### src/rtl/ftdt_pkg.sv
// shared types and constants for the float to decimal text converter
package ftdt_pkg;

    // single-precision field layout
    localparam int          MANT_W          = 24;
    localparam int          EXP_SHIFT_BIAS  = 150;
    localparam logic [7:0]  EXP_ALL_ONES    = 8'hFF;

    // ascii codes used in the text
    localparam logic [7:0]  ASCII_ZERO      = 8'h30;
    localparam logic [7:0]  ASCII_NINE      = 8'h39;
    localparam logic [7:0]  ASCII_DOT       = 8'h2E;
    localparam logic [7:0]  ASCII_MINUS     = 8'h2D;
    localparam logic [7:0]  ERR_CHAR        = 8'h00;

    // controller states
    typedef enum logic [2:0] {
        ST_IDLE,
        ST_CHECK,
        ST_DABBLE,
        ST_SIGN,
        ST_SKIP,
        ST_INT,
        ST_DOT,
        ST_FRAC
    } state_t;

    // what the next output beat carries
    typedef enum logic [2:0] {
        CHAR_ERR,
        CHAR_MINUS,
        CHAR_INT,
        CHAR_DOT,
        CHAR_FRAC
    } char_kind_t;

    // controller to datapath
    typedef struct packed {
        logic       load;
        logic       dabble;
        logic       int_shift;
        logic       frac_step;
        logic       emit;
        char_kind_t kind;
        logic       last;
    } cmd_t;

    // datapath to controller
    typedef struct packed {
        logic err;
        logic over;
        logic neg;
        logic dabble_last;
        logic int_top_zero;
        logic int_last;
        logic frac_last;
        logic out_free;
    } stat_t;

endpackage

### src/rtl/float_to_decimal_text.sv
// top level: single-precision float to fixed-point decimal ascii text
//
// Each input beat is a raw IEEE single-precision bit pattern; the block answers with
// its decimal text, one ascii character per output beat, m_tlast on the final one:
// an optional '-', the integer part without leading zeros, '.', and FRACTION_DIGITS
// fraction digits truncated toward zero. Conversion is exact fixed-point arithmetic.
// A magnitude of 10^INTEGER_DIGITS or more, an infinity or a NaN gives a single beat
// with m_tuser set, m_tdata zero and m_tlast set. One value is converted at a time:
// the accept cycle decodes, a check state range checks, then a bit-serial
// double-dabble loop runs over the bits of the integer part, a sign state follows
// (taken whether or not a '-' goes out), a skip state drops the leading zeros, and
// the integer digits, the point and the fraction digits go out in turn. An error
// value ends after the range check. Output stalls hold the sequence. The next
// value is accepted as soon as the last character sits in the output register.
module float_to_decimal_text #(
    parameter int FRACTION_DIGITS = 6,
    parameter int INTEGER_DIGITS  = 7
) (
    input  logic        aclk,
    input  logic        aresetn,
    input  logic        s_tvalid,
    output logic        s_tready,
    input  logic [31:0] s_tdata,   // [31:0] float_bits
    output logic        m_tvalid,
    input  logic        m_tready,
    output logic [7:0]  m_tdata,   // [7:0] text_char
    output logic        m_tlast,
    output logic        m_tuser    // [0] status
);

    ftdt_pkg::cmd_t  cmd;
    ftdt_pkg::stat_t stat;

    // sequencing
    ftdt_ctrl u_ctrl (
        .aclk     (aclk),
        .aresetn  (aresetn),
        .s_tvalid (s_tvalid),
        .s_tready (s_tready),
        .stat     (stat),
        .cmd      (cmd)
    );

    // arithmetic and output register
    ftdt_datapath #(
        .FRACTION_DIGITS (FRACTION_DIGITS),
        .INTEGER_DIGITS  (INTEGER_DIGITS)
    ) u_dp (
        .aclk     (aclk),
        .aresetn  (aresetn),
        .s_tdata  (s_tdata),
        .cmd      (cmd),
        .stat     (stat),
        .m_tready (m_tready),
        .m_tvalid (m_tvalid),
        .m_tdata  (m_tdata),
        .m_tlast  (m_tlast),
        .m_tuser  (m_tuser)
    );

endmodule

### src/rtl/ftdt_datapath.sv
// datapath: float decode, fixed-point word, double dabble, digit generation, output register
module ftdt_datapath #(
    parameter int FRACTION_DIGITS = 6,
    parameter int INTEGER_DIGITS  = 7
) (
    input  logic             aclk,
    input  logic             aresetn,
    input  logic [31:0]      s_tdata,
    input  ftdt_pkg::cmd_t   cmd,
    output ftdt_pkg::stat_t  stat,
    input  logic             m_tready,
    output logic             m_tvalid,
    output logic [7:0]       m_tdata,
    output logic             m_tlast,
    output logic             m_tuser
);

    localparam logic [63:0] ILIMIT = 64'd10 ** INTEGER_DIGITS;
    localparam int IW  = $clog2(ILIMIT);
    localparam int K   = ftdt_pkg::MANT_W + 4 * FRACTION_DIGITS;
    localparam int WW  = IW + K;
    localparam int BW  = 4 * INTEGER_DIGITS;
    localparam int CW  = $clog2(IW + 1);
    localparam int IDW = $clog2(INTEGER_DIGITS + 1);
    localparam int FDW = $clog2(FRACTION_DIGITS + 1);

    logic [7:0]            exp_f;
    logic [7:0]            exp_eff;
    logic [23:0]           mant;
    logic [9:0]            exp_sum;
    logic [9:0]            shamt;
    logic [WW-1:0]         word;
    logic                  too_big;
    logic                  neg;
    logic [BW-1:0]         bcd_adj;
    logic [BW+IW-1:0]      dabble_word;
    logic [K+3:0]          fr10;
    logic [7:0]            char;

    logic                  err_reg,   err_next;
    logic                  neg_reg,   neg_next;
    logic [IW-1:0]         ibin_reg,  ibin_next;
    logic [BW-1:0]         bcd_reg,   bcd_next;
    logic [K-1:0]          fr_reg,    fr_next;
    logic [CW-1:0]         dcnt_reg,  dcnt_next;
    logic [IDW-1:0]        icnt_reg,  icnt_next;
    logic [FDW-1:0]        fcnt_reg,  fcnt_next;
    logic                  mvalid_reg, mvalid_next;
    logic [7:0]            mdata_reg,  mdata_next;
    logic                  mlast_reg,  mlast_next;
    logic                  muser_reg,  muser_next;

    // decode the float into a fixed-point word with K fraction bits
    always_comb begin
        exp_f   = s_tdata[30:23];
        exp_eff = (exp_f == 8'd0) ? 8'd1 : exp_f;
        mant    = {exp_f != 8'd0, s_tdata[22:0]};
        exp_sum = 10'(exp_eff) + 10'(K);
        shamt   = exp_sum - 10'(ftdt_pkg::EXP_SHIFT_BIAS);
        if (exp_sum < 10'(ftdt_pkg::EXP_SHIFT_BIAS)) begin
            word = '0;
        end else begin
            word = WW'(mant) << shamt;
        end
        too_big = (exp_f == ftdt_pkg::EXP_ALL_ONES) ||
                  (9'(exp_eff) > 9'(IW + ftdt_pkg::EXP_SHIFT_BIAS - ftdt_pkg::MANT_W));
        neg     = s_tdata[31] && (s_tdata[30:0] != 31'd0);
    end

    // double dabble correction on every digit, then shift the whole word left
    always_comb begin
        for (int d = 0; d < INTEGER_DIGITS; d++) begin
            if (bcd_reg[4*d +: 4] >= 4'd5) begin
                bcd_adj[4*d +: 4] = bcd_reg[4*d +: 4] + 4'd3;
            end else begin
                bcd_adj[4*d +: 4] = bcd_reg[4*d +: 4];
            end
        end
        dabble_word = {bcd_adj, ibin_reg} << 1;
    end

    // fraction times ten: the next digit lands above the binary point
    assign fr10 = ({4'd0, fr_reg} << 3) + ({4'd0, fr_reg} << 1);

    // character select
    always_comb begin
        case (cmd.kind)
            ftdt_pkg::CHAR_ERR:   char = ftdt_pkg::ERR_CHAR;
            ftdt_pkg::CHAR_MINUS: char = ftdt_pkg::ASCII_MINUS;
            ftdt_pkg::CHAR_INT:   char = ftdt_pkg::ASCII_ZERO + {4'd0, bcd_reg[BW-1 -: 4]};
            ftdt_pkg::CHAR_DOT:   char = ftdt_pkg::ASCII_DOT;
            ftdt_pkg::CHAR_FRAC:  char = ftdt_pkg::ASCII_ZERO + {4'd0, fr10[K+3:K]};
            default:              char = ftdt_pkg::ERR_CHAR;
        endcase
    end

    // next values of the working registers
    always_comb begin
        err_next  = err_reg;
        neg_next  = neg_reg;
        ibin_next = ibin_reg;
        bcd_next  = bcd_reg;
        fr_next   = fr_reg;
        dcnt_next = dcnt_reg;
        icnt_next = icnt_reg;
        fcnt_next = fcnt_reg;
        if (cmd.load) begin
            err_next  = too_big;
            neg_next  = neg;
            ibin_next = word[WW-1:K];
            fr_next   = word[K-1:0];
            bcd_next  = '0;
            dcnt_next = '0;
            icnt_next = '0;
            fcnt_next = '0;
        end
        if (cmd.dabble) begin
            bcd_next  = dabble_word[BW+IW-1:IW];
            ibin_next = dabble_word[IW-1:0];
            dcnt_next = dcnt_reg + CW'(1);
        end
        if (cmd.int_shift) begin
            bcd_next  = bcd_reg << 4;
            icnt_next = icnt_reg + IDW'(1);
        end
        if (cmd.frac_step) begin
            fr_next   = fr10[K-1:0];
            fcnt_next = fcnt_reg + FDW'(1);
        end
    end

    // output register
    always_comb begin
        mvalid_next = mvalid_reg;
        mdata_next  = mdata_reg;
        mlast_next  = mlast_reg;
        muser_next  = muser_reg;
        if (cmd.emit) begin
            mvalid_next = 1'b1;
            mdata_next  = char;
            mlast_next  = cmd.last;
            muser_next  = (cmd.kind == ftdt_pkg::CHAR_ERR);
        end else if (m_tready) begin
            mvalid_next = 1'b0;
        end
    end

    always_ff @(posedge aclk) begin
        err_reg   <= err_next;
        neg_reg   <= neg_next;
        ibin_reg  <= ibin_next;
        bcd_reg   <= bcd_next;
        fr_reg    <= fr_next;
        dcnt_reg  <= dcnt_next;
        icnt_reg  <= icnt_next;
        fcnt_reg  <= fcnt_next;
        mdata_reg <= mdata_next;
        mlast_reg <= mlast_next;
        muser_reg <= muser_next;
    end

    always_ff @(posedge aclk) begin
        if (!aresetn) begin
            mvalid_reg <= 1'b0;
        end else begin
            mvalid_reg <= mvalid_next;
        end
    end

    // status back to the controller
    always_comb begin
        stat.err          = err_reg;
        stat.over         = (ibin_reg >= IW'(ILIMIT));
        stat.neg          = neg_reg;
        stat.dabble_last  = (dcnt_reg == CW'(IW - 1));
        stat.int_top_zero = (bcd_reg[BW-1 -: 4] == 4'd0);
        stat.int_last     = (icnt_reg == IDW'(INTEGER_DIGITS - 1));
        stat.frac_last    = (fcnt_reg == FDW'(FRACTION_DIGITS - 1));
        stat.out_free     = !mvalid_reg || m_tready;
    end

    assign m_tvalid = mvalid_reg;
    assign m_tdata  = mdata_reg;
    assign m_tlast  = mlast_reg;
    assign m_tuser  = muser_reg;

endmodule

### src/rtl/ftdt_ctrl.sv
// controller: sequences decode, conversion and the character beats
module ftdt_ctrl (
    input  logic             aclk,
    input  logic             aresetn,
    input  logic             s_tvalid,
    output logic             s_tready,
    input  ftdt_pkg::stat_t  stat,
    output ftdt_pkg::cmd_t   cmd
);

    ftdt_pkg::state_t state_reg, state_next;

    // state register
    always_ff @(posedge aclk) begin
        if (!aresetn) begin
            state_reg <= ftdt_pkg::ST_IDLE;
        end else begin
            state_reg <= state_next;
        end
    end

    // next state and commands
    always_comb begin
        state_next    = state_reg;
        s_tready      = 1'b0;
        cmd.load      = 1'b0;
        cmd.dabble    = 1'b0;
        cmd.int_shift = 1'b0;
        cmd.frac_step = 1'b0;
        cmd.emit      = 1'b0;
        cmd.kind      = ftdt_pkg::CHAR_ERR;
        cmd.last      = 1'b0;
        case (state_reg)
            ftdt_pkg::ST_IDLE: begin
                s_tready = 1'b1;
                if (s_tvalid) begin
                    cmd.load   = 1'b1;
                    state_next = ftdt_pkg::ST_CHECK;
                end
            end
            // out of range, infinity or nan gives one error beat
            ftdt_pkg::ST_CHECK: begin
                if (stat.err || stat.over) begin
                    if (stat.out_free) begin
                        cmd.emit   = 1'b1;
                        cmd.kind   = ftdt_pkg::CHAR_ERR;
                        cmd.last   = 1'b1;
                        state_next = ftdt_pkg::ST_IDLE;
                    end
                end else begin
                    state_next = ftdt_pkg::ST_DABBLE;
                end
            end
            ftdt_pkg::ST_DABBLE: begin
                cmd.dabble = 1'b1;
                if (stat.dabble_last) begin
                    state_next = ftdt_pkg::ST_SIGN;
                end
            end
            ftdt_pkg::ST_SIGN: begin
                if (!stat.neg) begin
                    state_next = ftdt_pkg::ST_SKIP;
                end else if (stat.out_free) begin
                    cmd.emit   = 1'b1;
                    cmd.kind   = ftdt_pkg::CHAR_MINUS;
                    state_next = ftdt_pkg::ST_SKIP;
                end
            end
            // drop leading zeros, keeping the units digit
            ftdt_pkg::ST_SKIP: begin
                if (stat.int_top_zero && !stat.int_last) begin
                    cmd.int_shift = 1'b1;
                end else begin
                    state_next = ftdt_pkg::ST_INT;
                end
            end
            ftdt_pkg::ST_INT: begin
                if (stat.out_free) begin
                    cmd.emit      = 1'b1;
                    cmd.kind      = ftdt_pkg::CHAR_INT;
                    cmd.int_shift = 1'b1;
                    if (stat.int_last) begin
                        state_next = ftdt_pkg::ST_DOT;
                    end
                end
            end
            ftdt_pkg::ST_DOT: begin
                if (stat.out_free) begin
                    cmd.emit   = 1'b1;
                    cmd.kind   = ftdt_pkg::CHAR_DOT;
                    state_next = ftdt_pkg::ST_FRAC;
                end
            end
            ftdt_pkg::ST_FRAC: begin
                if (stat.out_free) begin
                    cmd.emit      = 1'b1;
                    cmd.kind      = ftdt_pkg::CHAR_FRAC;
                    cmd.frac_step = 1'b1;
                    cmd.last      = stat.frac_last;
                    if (stat.frac_last) begin
                        state_next = ftdt_pkg::ST_IDLE;
                    end
                end
            end
            default: begin
                state_next = ftdt_pkg::ST_IDLE;
            end
        endcase
    end

endmodule

### config.mk
export PLATFORM = sky130hd
export DESIGN_NAME = float_to_decimal_text
export DESIGN_NICKNAME = d
export VERILOG_FILES = /design/src/rtl/ftdt_pkg.sv /design/src/rtl/float_to_decimal_text.sv /design/src/rtl/ftdt_datapath.sv /design/src/rtl/ftdt_ctrl.sv
export SDC_FILE = /design/constraint.sdc
export NUM_CORES = 1
export LEC_CHECK = 0
export ABC_AREA = 1
export BUFFER_PORTS_ARGS = -buffer_cell sky130_fd_sc_hd__buf_4
export CORE_MARGIN = 10
export CORE_UTILIZATION = 46
export CTS_BUF_LIST = sky130_fd_sc_hd__clkbuf_4
export DETAILED_ROUTE_END_ITERATION = 6
export GPL_TIMING_DRIVEN = 1
export SLEW_MARGIN = 30
export SYNTH_ARGS = -nofsm -noshare
export SYNTH_HDL_FRONTEND = slang
export SYNTH_SLANG_ARGS = --single-unit
export TNS_END_PERCENT = 1
### constraint.sdc
create_clock -name aclk -period 3.7 [get_ports aclk]
set_clock_uncertainty 0.1 [all_clocks]
set_input_delay 0.74 -clock aclk [delete_from_list [all_inputs] [get_ports aclk]]
set_output_delay 0.74 -clock aclk [all_outputs]
set_load 0.03 [all_outputs]
=== Yosys cells after proc, flatten, opt, wreduce, memory -nomap -nowiden ===
Index checks and enable logic that the tools add are counted.

* Eq/ne operators: 25
* $lt $le $gt $ge: 10
* $add $sub $neg: 15
* Mux-type cells: 54
* Reductions and logical operators: 19
* Shift-type cells: 1

{| class="wikitable"
|+ Operators with widths
! operator !! number
|-
| $mux W48 || 2
|-
| $mux W28 || 3
|-
| $mux W72 || 1
|-
| $shl A24 B10 Y72 || 1
|-
| $add A51 B49 Y52 || 1
|-
| $mux W24 || 2
|-
| $mux W3 || 16
|-
| $mux W4 || 10
|-
| $pmux W8 S4 || 1
|-
| $reduce_bool A31 Y1 || 1
|-
| $ge A4 B3 Y1 const B || 7
|-
| $add A4 B2 Y4 const B || 6
|-
| $ge A24 B24 Y1 const B || 1
|-
| $pmux W3 S8 || 1
|-
| $eq A3 B3 Y1 const B || 7
|-
| $mux W5 || 4
|-
| $pmux W4 S5 || 1
|-
| $add A6 B4 Y7 const A || 2
|-
| $eq A3 B2 Y1 const B || 4
|-
| $ne A2 B2 Y1 const B || 6
|-
| $lt A10 B8 Y1 const B || 1
|-
| $reduce_and A10 Y1 || 1
|-
| $sub A10 B8 Y10 const B || 1
|-
| $add A8 B6 Y9 const B || 1
|-
| 22 further kinds || 43
|}

* Bits in registers: 127
* Output and inout bits: 12
* Input bits: 36

=== Depth between registers and ports, before layout ===
Gate-level depths: netlist of the first run.

* Depth in word-level cells: 8
* Gate-level depth with buffers: 24
* Mapped depth without buffers: 24

=== Hierarchy ===
Synthesis of the first run repeated with hierarchy kept, for this count alone.

* Cell total of the unflattened synthesis: 1678
* Area total of the unflattened synthesis: 11385.9 µm²

{| class="wikitable"
|+ Modules (own cells, without submodules)
! module !! sequential area each (µm²) !! cells an instance !! instances !! area an instance (µm²)
|-
| ftdt_datapath || 3603.5 || 1610 || 1 || 10951.8
|-
| ftdt_ctrl || 60.1 || 68 || 1 || 434.2
|}

=== Worst setup path after synthesis of the first run ===
Ideal clock, no wire load.

* Path kind: in2reg
* From: input port m_tready
* To: register u_dp.fcnt_reg[0] (enable)
* Library setup time: 0.603 ns
* Stages on the path: 6
* Setup slack: 0.199 ns
* Data arrival time: 2.798 ns
* Cell sequence: nor2_1 inv_1 nand2_1 clkbuf_1 buf_1 nand2_1

* Cells in the longest elaborated chain, start to end: 4

{| class="wikitable"
|+ Ends and longest elaborated chain
! what !! RTL line !! RTL
|-
| start: declaration || float_to_decimal_text.sv:25 || <nowiki>input logic m_tready,</nowiki>
|-
| $logic_or A1 B1 Y1 || ftdt_datapath.sv:179 || <nowiki>stat.out_free = !mvalid_reg || m_tready;</nowiki>
|-
| $mux W6 || ftdt_ctrl.sv:95 || <nowiki>if (stat.out_free) begin</nowiki>
|-
| $mux W1 || ftdt_ctrl.sv:33 || <nowiki>case (state_reg)</nowiki>
|-
| $reduce_bool A2 Y1 (no source line) || n/a ||
|-
| end signal: assignment || ftdt_datapath.sv:156 || <nowiki>fcnt_reg <= fcnt_next;</nowiki>
|-
| end: declaration || ftdt_datapath.sv:47 || <nowiki>logic [FDW-1:0] fcnt_reg, fcnt_next;</nowiki>
|}

No other way between the ends.
A chain may end at the register's enable or synchronous reset.

=== Worst setup path after layout of the first run ===
* From: register u_dp.fr_reg[11]
* To: register u_dp.fr_reg[45], data pin

* Cells in the longest elaborated chain, start to end: 2

{| class="wikitable"
|+ Ends and longest elaborated chain
! what !! RTL line !! RTL
|-
| start: declaration || ftdt_datapath.sv:44 || <nowiki>logic [K-1:0] fr_reg, fr_next;</nowiki>
|-
| start signal: assignment || ftdt_datapath.sv:153 || <nowiki>fr_reg <= fr_next;</nowiki>
|-
| $add A51 B49 Y52 || ftdt_datapath.sv:83 || <nowiki>assign fr10 = ({4'd0, fr_reg} << 3) + ({4'd0, fr_reg} << 1);</nowiki>
|-
| $mux W48 || ftdt_datapath.sv:126 || <nowiki>if (cmd.frac_step) begin</nowiki>
|-
| named net u_dp.fr_next[45] || ftdt_datapath.sv:44 ||
|}

The timed path passes the listed nets, and every way through them passes these cells.

==> results of run 1 <==
==> per-layer routing <==
metal | vias to the layer above | share of wire (%) | track usage (%)
met4 | 0 | 3.9 | 9.49
met2 | 401 | 44 | 34.7
li1 | 5791 | - | -
met5 | - | 0 | 0
met1 | 5272 | 47 | 31.3
met3 | 66 | 5.3 | 3.03
==> logic make-up (layout without fill, tap and decap cells) <==
| kind of cell | Yosys count | after routing | share of synthesized area [%] |
|---|---|---|---|
| xor+xnor | 31 | 31 | 2.40 |
| flops | 125 | 125 | 32.4 |
| other cells | 1 | 4 | 0.0332 |
| simple gates | 854 | 854 | 32.1 |
| fa+ha+maj | 71 | 71 | 7.93 |
| compound gates | 347 | 347 | 17.4 |
| buf+inv | 227 | 290 | 7.76 |
==> Yosys cell counts, drive strengths merged, types with 6 or more instances <==
cell	instances
xnor2	12
ha	70
nand4	10
dfxtp	9
o21ai	144
xor2	19
nor3	10
clkbuf	31
a31oi	15
edfxtp	116
o21bai	6
nand2	451
o21a	7
nor4	9
o211ai	9
nand3	218
o32ai	16
nor2	148
o22ai	12
buf	21
inv	170
a21oi	115
==> cell type report <==
cell class	instances	area, sq um	area share, %
multi-input cells	1305	6790	54.5
flip-flops and latches	125	3660	29.4
inverters	175	658	5.29
repair buffers	83	623	5.00
well taps	324	405	3.26
clock inverters	14	171	1.38
clock buffers	18	135	1.09
diodes	2	5.00	0.0402
==> tightest hold or removal path, cell delays in order <==
cell and delay [ns]:
buf_4 0.10, o21ai_0 0.08, inv_1 0.05
==> worst paths after layout <==
kind                                               startpoint                       endpoint  slack (ns)
worst max-delay path                u_dp.fr_reg[11]$_DFFE_PP_      u_dp.fr_reg[45]$_DFFE_PP_        0.38
worst max register to register      u_dp.fr_reg[11]$_DFFE_PP_      u_dp.fr_reg[45]$_DFFE_PP_        0.38
worst min register to register  u_dp.ibin_reg[0]$_SDFFE_PP0P_  u_dp.ibin_reg[0]$_SDFFE_PP0P_        0.37
worst min-delay path                                  aresetn     u_dp.m_tvalid$_SDFFE_PN0P_        0.35
==> report_power, final <==
| part | internal, uW | leakage (uW) | switching, uW |
|---|---|---|---|
| combinational | 741 | 0.00425 | 1610 |
| clock | 437 | 0.000165 | 605 |
| sequential | 1830 | 0.00122 | 158 |
==> metrics by stage <==
stage	setup WS, ns	std cells	cell area [sq um]	util (%)
2_1_floorplan	0.199	1657	11300	-
3_3_place_gp	0.211	2012	12100	50.1
3_5_place_dp	0.141	2012	12100	50.1
4_1_cts	0.476	2044	12400	51.3
5_1_grt	0.113	2046	12500	51.3
6_report	0.382	2046	12500	51.3
==> results.md, run 1 <==
* Most common cell after layout, fill and taps aside: nand2_1
* Required @ worst endpoint at approximately 3.9 ns
* P&R area growth vs syn at 10.2%
* TritonCTS buffer count at 17
* GPL Wtd Cong at ~1
* Synthesized cell area at about 0.011 sq mm
* Post-CTS Resized at 0
* GRT overflow at 0
* Post-synth top area share at 30.8%
* Hold crit path type: input port to register
* Drt first pass iters at 6
* Leading area contributor after synthesis: edfxtp_1
* Initial antenna violation count at 1
* Crit path top cell by count: nand2_1
* Detailed-route DRC error count at 0
* Synth area leaders: edfxtp_1 (31%), nand2_1 (15%), nand3_1 (9.5%)
* # hold bufs at CTS at 0
* Seq/Total Area, Yosys at ~32%
* First-pass GRT wire length at 56800 um
* Root buffer cell: clkbuf_4
* Worst R2R Path Depth at 15
* Buf/Inv on CP at 2
* Slew @ Worst Pin at ~0.67 ns
* Clock buffer depth at 2
* Async set-reset flop share out of synthesis at 0%
* Status: finished clean
* Commonest cells after routing, fill and taps aside: nand2_1 (447), nand3_1 (215), inv_1 (161), nor2_1 (139), o21ai_0 (125)
* Synth Flop Type: edfxtp_1
* Dpl hpwl at between 20000 and 30000 um
* Overall Global Routing Usage at 22.6%
* Critical path depth in cells at 15
* Netlist cell types at between 50 and 60
* Post-synthesis instance total at roughly 1.7k
* # IOs at 48
* Die X at between 150 and 200 um
* PwrDens at approximately 430 mW/mm^2
* Critical path arrival at approximately 3.5 ns
* Hold Vio Cnt, Final at 0
* Yosys reg bits at roughly 130
* Max-slew violations at 0
* Ys Warns at 0
* Die span in y at about 180 um
* Fill cells at between 2k and 2.5k
* Crit-path cells: ha_1, a21oi_1, a21boi_0, nand3_1, a21oi_1, inv_1, nand2_1, nand2_1, nand2_1, nand2_1, nand3_1, nand2_1, o21ai_0, buf_4, nand2_1
* CP delay by family, top: compound AO/OA/AOI/OAI gates
* Relative slew slack at between 50% and 60%
* Detailed Route WL at 35700 um
* RSZ-0062 raised after global routing: no
* Via count at about 12k
* Final setup vio count at 0
* Largest net degree at the start of global routing at between 50 and 60
* Syn_area_per_cell at 6.82 sq um
* Die area at around 0.031 sq mm
* Crit end category: register
* Max VDD drop at roughly 0.28 mV
* Antenna Nets Post-Route at 0
* Post-CTS Setup Bufs at 0
* Total negative slack at 0 ns
* Site row count at 57
* Startpoint types: register
* Core area at approximately 0.024 sq mm
* Fmax at about 300 MHz
* Crit-path slowest cell: edfxtp_1
* Fraction of layout cells with a size suffix above 1 at 8.66%
* Via-per-instance ratio at between 5 and 6
* Clk Latency, worst-skew pair at between 0.5 and 0.6 ns
* Layout Nets at approximately 1.8k
* Max cap viols at 0
* Fin crit period at 3.32 ns
* Leakage power at between 0.005 and 0.006 uW
* Period utilization at 89.7%
* TritonCTS clock tree: done
* Crit-path max FO at 5
* Worst-path clk slew at roughly 0.14 ns
* CTS Sinks at roughly 130
* Buffers added on ports at between 40 and 50
* Slowest stage delay, CP at approximately 0.46 ns
* Initial core utilization at a little under half
* Worst Setup Path Type: register to register
* Drt wl/cell at between 15 and 20 um
* CTS HTree Levels at 4
* Number of synthesized flops with an enable pin at 116
* Tot Pwr at roughly 5400 uW
* Drt first-iter violations at 1136
* Hold WS at about 0.35 ns
* Largest register FFs at between 40 and 50
* Vias in the first global route at approximately 11k
* Worst hold stages at 3
Power figures use the tool's default switching activity.
==> run 2, diff against run 1 <==
--- a/config.mk
+++ b/config.mk
@@ -12,7 +12,6 @@
 export CTS_BUF_LIST = sky130_fd_sc_hd__clkbuf_4
 export DETAILED_ROUTE_END_ITERATION = 6
 export GPL_TIMING_DRIVEN = 1
-export SLEW_MARGIN = 30
 export SYNTH_ARGS = -nofsm -noshare
 export SYNTH_HDL_FRONTEND = slang
 export SYNTH_SLANG_ARGS = --single-unit
==> constraint.sdc (replaced) <==
create_clock -name aclk -period 2.84 [get_ports aclk]
set_clock_uncertainty 0.1 [all_clocks]
set_input_delay 0.568 -clock aclk [delete_from_list [all_inputs] [get_ports aclk]]
set_output_delay 0.568 -clock aclk [all_outputs]
set_load 0.03 [all_outputs]
==> run 2 against run 1 <==
Effect of this change: setup slack worse by 0.35 ns; sequential power is 32% higher; routed wire length is 7.8% higher; critical endpoint is now u_dp.fr_reg[47]$_DFFE_PP_.
==> results.md, run 2 (same netlist as run 1, synthesis figures left out) <==
* Critical path arrival at 3.03 ns (-0.48 ns)
* Via count at 12.3k (+6.5%)
* CTS HTree Levels at 4 (unchanged)
* Largest register FFs at 48 (unchanged)
* Clk Latency, worst-skew pair at 0.57 ns (+0.03 ns)
* Die X at 177 um (unchanged)
* Max cap viols at 0 (unchanged)
* Largest net degree at the start of global routing at 52 (unchanged)
* Core area at 0.0242 sq mm (unchanged)
* Final setup vio count at 0 (unchanged)
* # hold bufs at CTS at 0 (unchanged)
* TritonCTS buffer count at 17 (unchanged)
* Root buffer cell: clkbuf_4
* Max-slew violations at 0 (unchanged)
* RSZ-0062 raised after global routing: yes
* Hold WS at 0.137 ns (-0.209 ns)
* Hold_sp: aresetn
* Worst-path clk slew at 0.14 ns (about the same)
* Via-per-instance ratio at 5.57 (-1.1%)
* Fmax at 356 MHz (+18%)
* Required @ worst endpoint at 3.06 ns (-0.83 ns)
* Worst Setup Path Type: register to register
* Vias in the first global route at 11.6k (+6.1%)
* Die span in y at 177 um (unchanged)
* Hold crit path type: input port to register
* Layout Nets at 1974 (+8.8%)
* Post-Layout Inst Area at 0.0143 sq mm (+15%)
* Crit. Startpoint: u_dp.fr_reg[18]$_DFFE_PP_
* Crit-path max FO at 4 (-1)
* Antenna Nets Post-Route at 0 (unchanged)
* P&R area growth vs syn at 26.6%
* Crit path top cell by count: nand2_1
* Buffers added on ports at 45 (unchanged)
* Period utilization at 99.0% (+9.3 points)
* Hold Vio Cnt, Final at 0 (unchanged)
* Fraction of layout cells with a size suffix above 1 at 21.6% (+13 points)
* Relative slew slack at 54.2% (-1.0 points)
* GPL Wtd Cong at 0.986 (+1.4%)
* Crit-path cells: ha_4, nand2_1, nor3_2, inv_1, o21ai_2, nand2_1, nand3_2, nand2_1, o211ai_1, a21oi_1, xnor2_1, nand2_1, nand2_1
* Tot Pwr at 7870 uW (+46%)
* Pre-CTS setup slack at -0.462 ns (-0.603 ns)
* Drt wl/cell at 17.5 um (about the same)
* Max VDD drop at 0.257 mV (-9.0%)
* Worst r2r src: u_dp.fr_reg[18]$_DFFE_PP_
* Fin crit period at 2.81 ns (-0.506 ns)
* Crit end category: register
* GRT overflow at 0 (unchanged)
* Multi-input logic area at 0.00735 sq mm (+8.2%)
* Initial core utilization at 46.6% (unchanged)
* Most common cell after layout, fill and taps aside: nand2_1
* Clock buffer depth at 2 (unchanged)
* Overall Global Routing Usage at 24.2% (+1.5 points)
* Drt first-iter violations at 1195 (+5.2%)
* Fill cells at 2305 (-7.2%)
* Buf/Inv on CP at 1 (-1)
* Detailed-route DRC error count at 0 (unchanged)
* # IOs at 48 (unchanged)
* Initial antenna violation count at 2 (+1)
* Dpl hpwl at 29800 um (+4.9%)
* Die area at 0.0312 sq mm (unchanged)
* CP delay by family, top: simple AND/OR/NAND/NOR gates
* TritonCTS clock tree: done
* Crit-path slowest cell: edfxtp_1
* DP Area at 0.0134 sq mm (+10%)
* Slowest stage delay, CP at 0.55 ns (+0.09 ns)
* Detailed Route WL at 38500 um (+7.8%)
* Setup ws final at 0.0278 ns (-0.354 ns)
* Slew @ Worst Pin at 0.687 ns (+0.0151 ns)
* Site row count at 57 (unchanged)
* CTS Sinks at 125 (unchanged)
* Layout Utilization at 59.0% (+7.7 points)
* PwrDens at 550 mW/mm^2 (+27%)
* Leakage power at 0.00645 uW (+15%)
* FF+latch area at 0.00366 sq mm (unchanged)
* Status: finished clean
* Drt first pass iters at 6 (unchanged)
* First-pass GRT wire length at 60600 um (+6.7%)
* Commonest cells after routing, fill and taps aside: nand2_1 (438), buf_4 (235), nand3_1 (209), inv_1 (159), nor2_1 (130)
* Startpoint types: register
[run 2: metal layers]
layer | global-route usage [%] | routed length, um | up-vias
li1 | - | - | 6105
met1 | 32.5 | 17500 | 5667
met2 | 39.2 | 17700 | 430
met3 | 3.20 | 2020 | 83
met4 | 7.95 | 1230 | 0
met5 | 0 | 0 | -
[run 2: final timing paths]
path | slack, ns | cells past startpoint | endpoint
setup reg to reg | 0.03 | 13 | u_dp.fr_reg[47]$_DFFE_PP_
hold / removal | 0.14 | 3 | u_dp.m_tvalid$_SDFFE_PN0P_
hold reg to reg | 0.37 | 2 | u_dp.ibin_reg[0]$_SDFFE_PP0P_
setup / recovery | 0.03 | 13 | u_dp.fr_reg[47]$_DFFE_PP_
[run 2: area by class of cell]
cell class              instances  area share [%]
diodes                          1          0.0175
repair buffers                243            13.5
clock inverters                15            1.22
clock buffers                  17           0.892
multi-input cells            1305            51.4
flip-flops and latches        125            25.6
inverters                     175            4.62
well taps                     324            2.83
[run 2: repair_timing]
item	4_1_cts	5_1_grt
setup endpoints to repair	20	53
pin swaps	1	25
buffers inserted	0	11
resized for setup	18	125
[run 2: metrics by stage]
stage,std cells,setup TNS (ns)
after floorplan,1657,-2.49
after global placement,2161,-21.52
after detailed placement,2161,-24.31
after CTS,2193,-0.0927
after global routing,2205,-0.677
final,2205,0
[run 2: power breakdown]
group	internal [uW]	total, uW	switching (uW)
combinational	1510	3870	2360
clock	554	1370	817
sequential	2390	2630	237
[run 2: worst reg2reg max path, delay by kind of cell, from the launching register on]
kind / cells / cell delay [ns]
buf+inv: 1 / 0.10
compound gates: 3 / 0.51
xor+xnor: 1 / 0.16
flops: 1 / 0.55
simple gates: 7 / 0.81
fa+ha+maj: 1 / 0.35
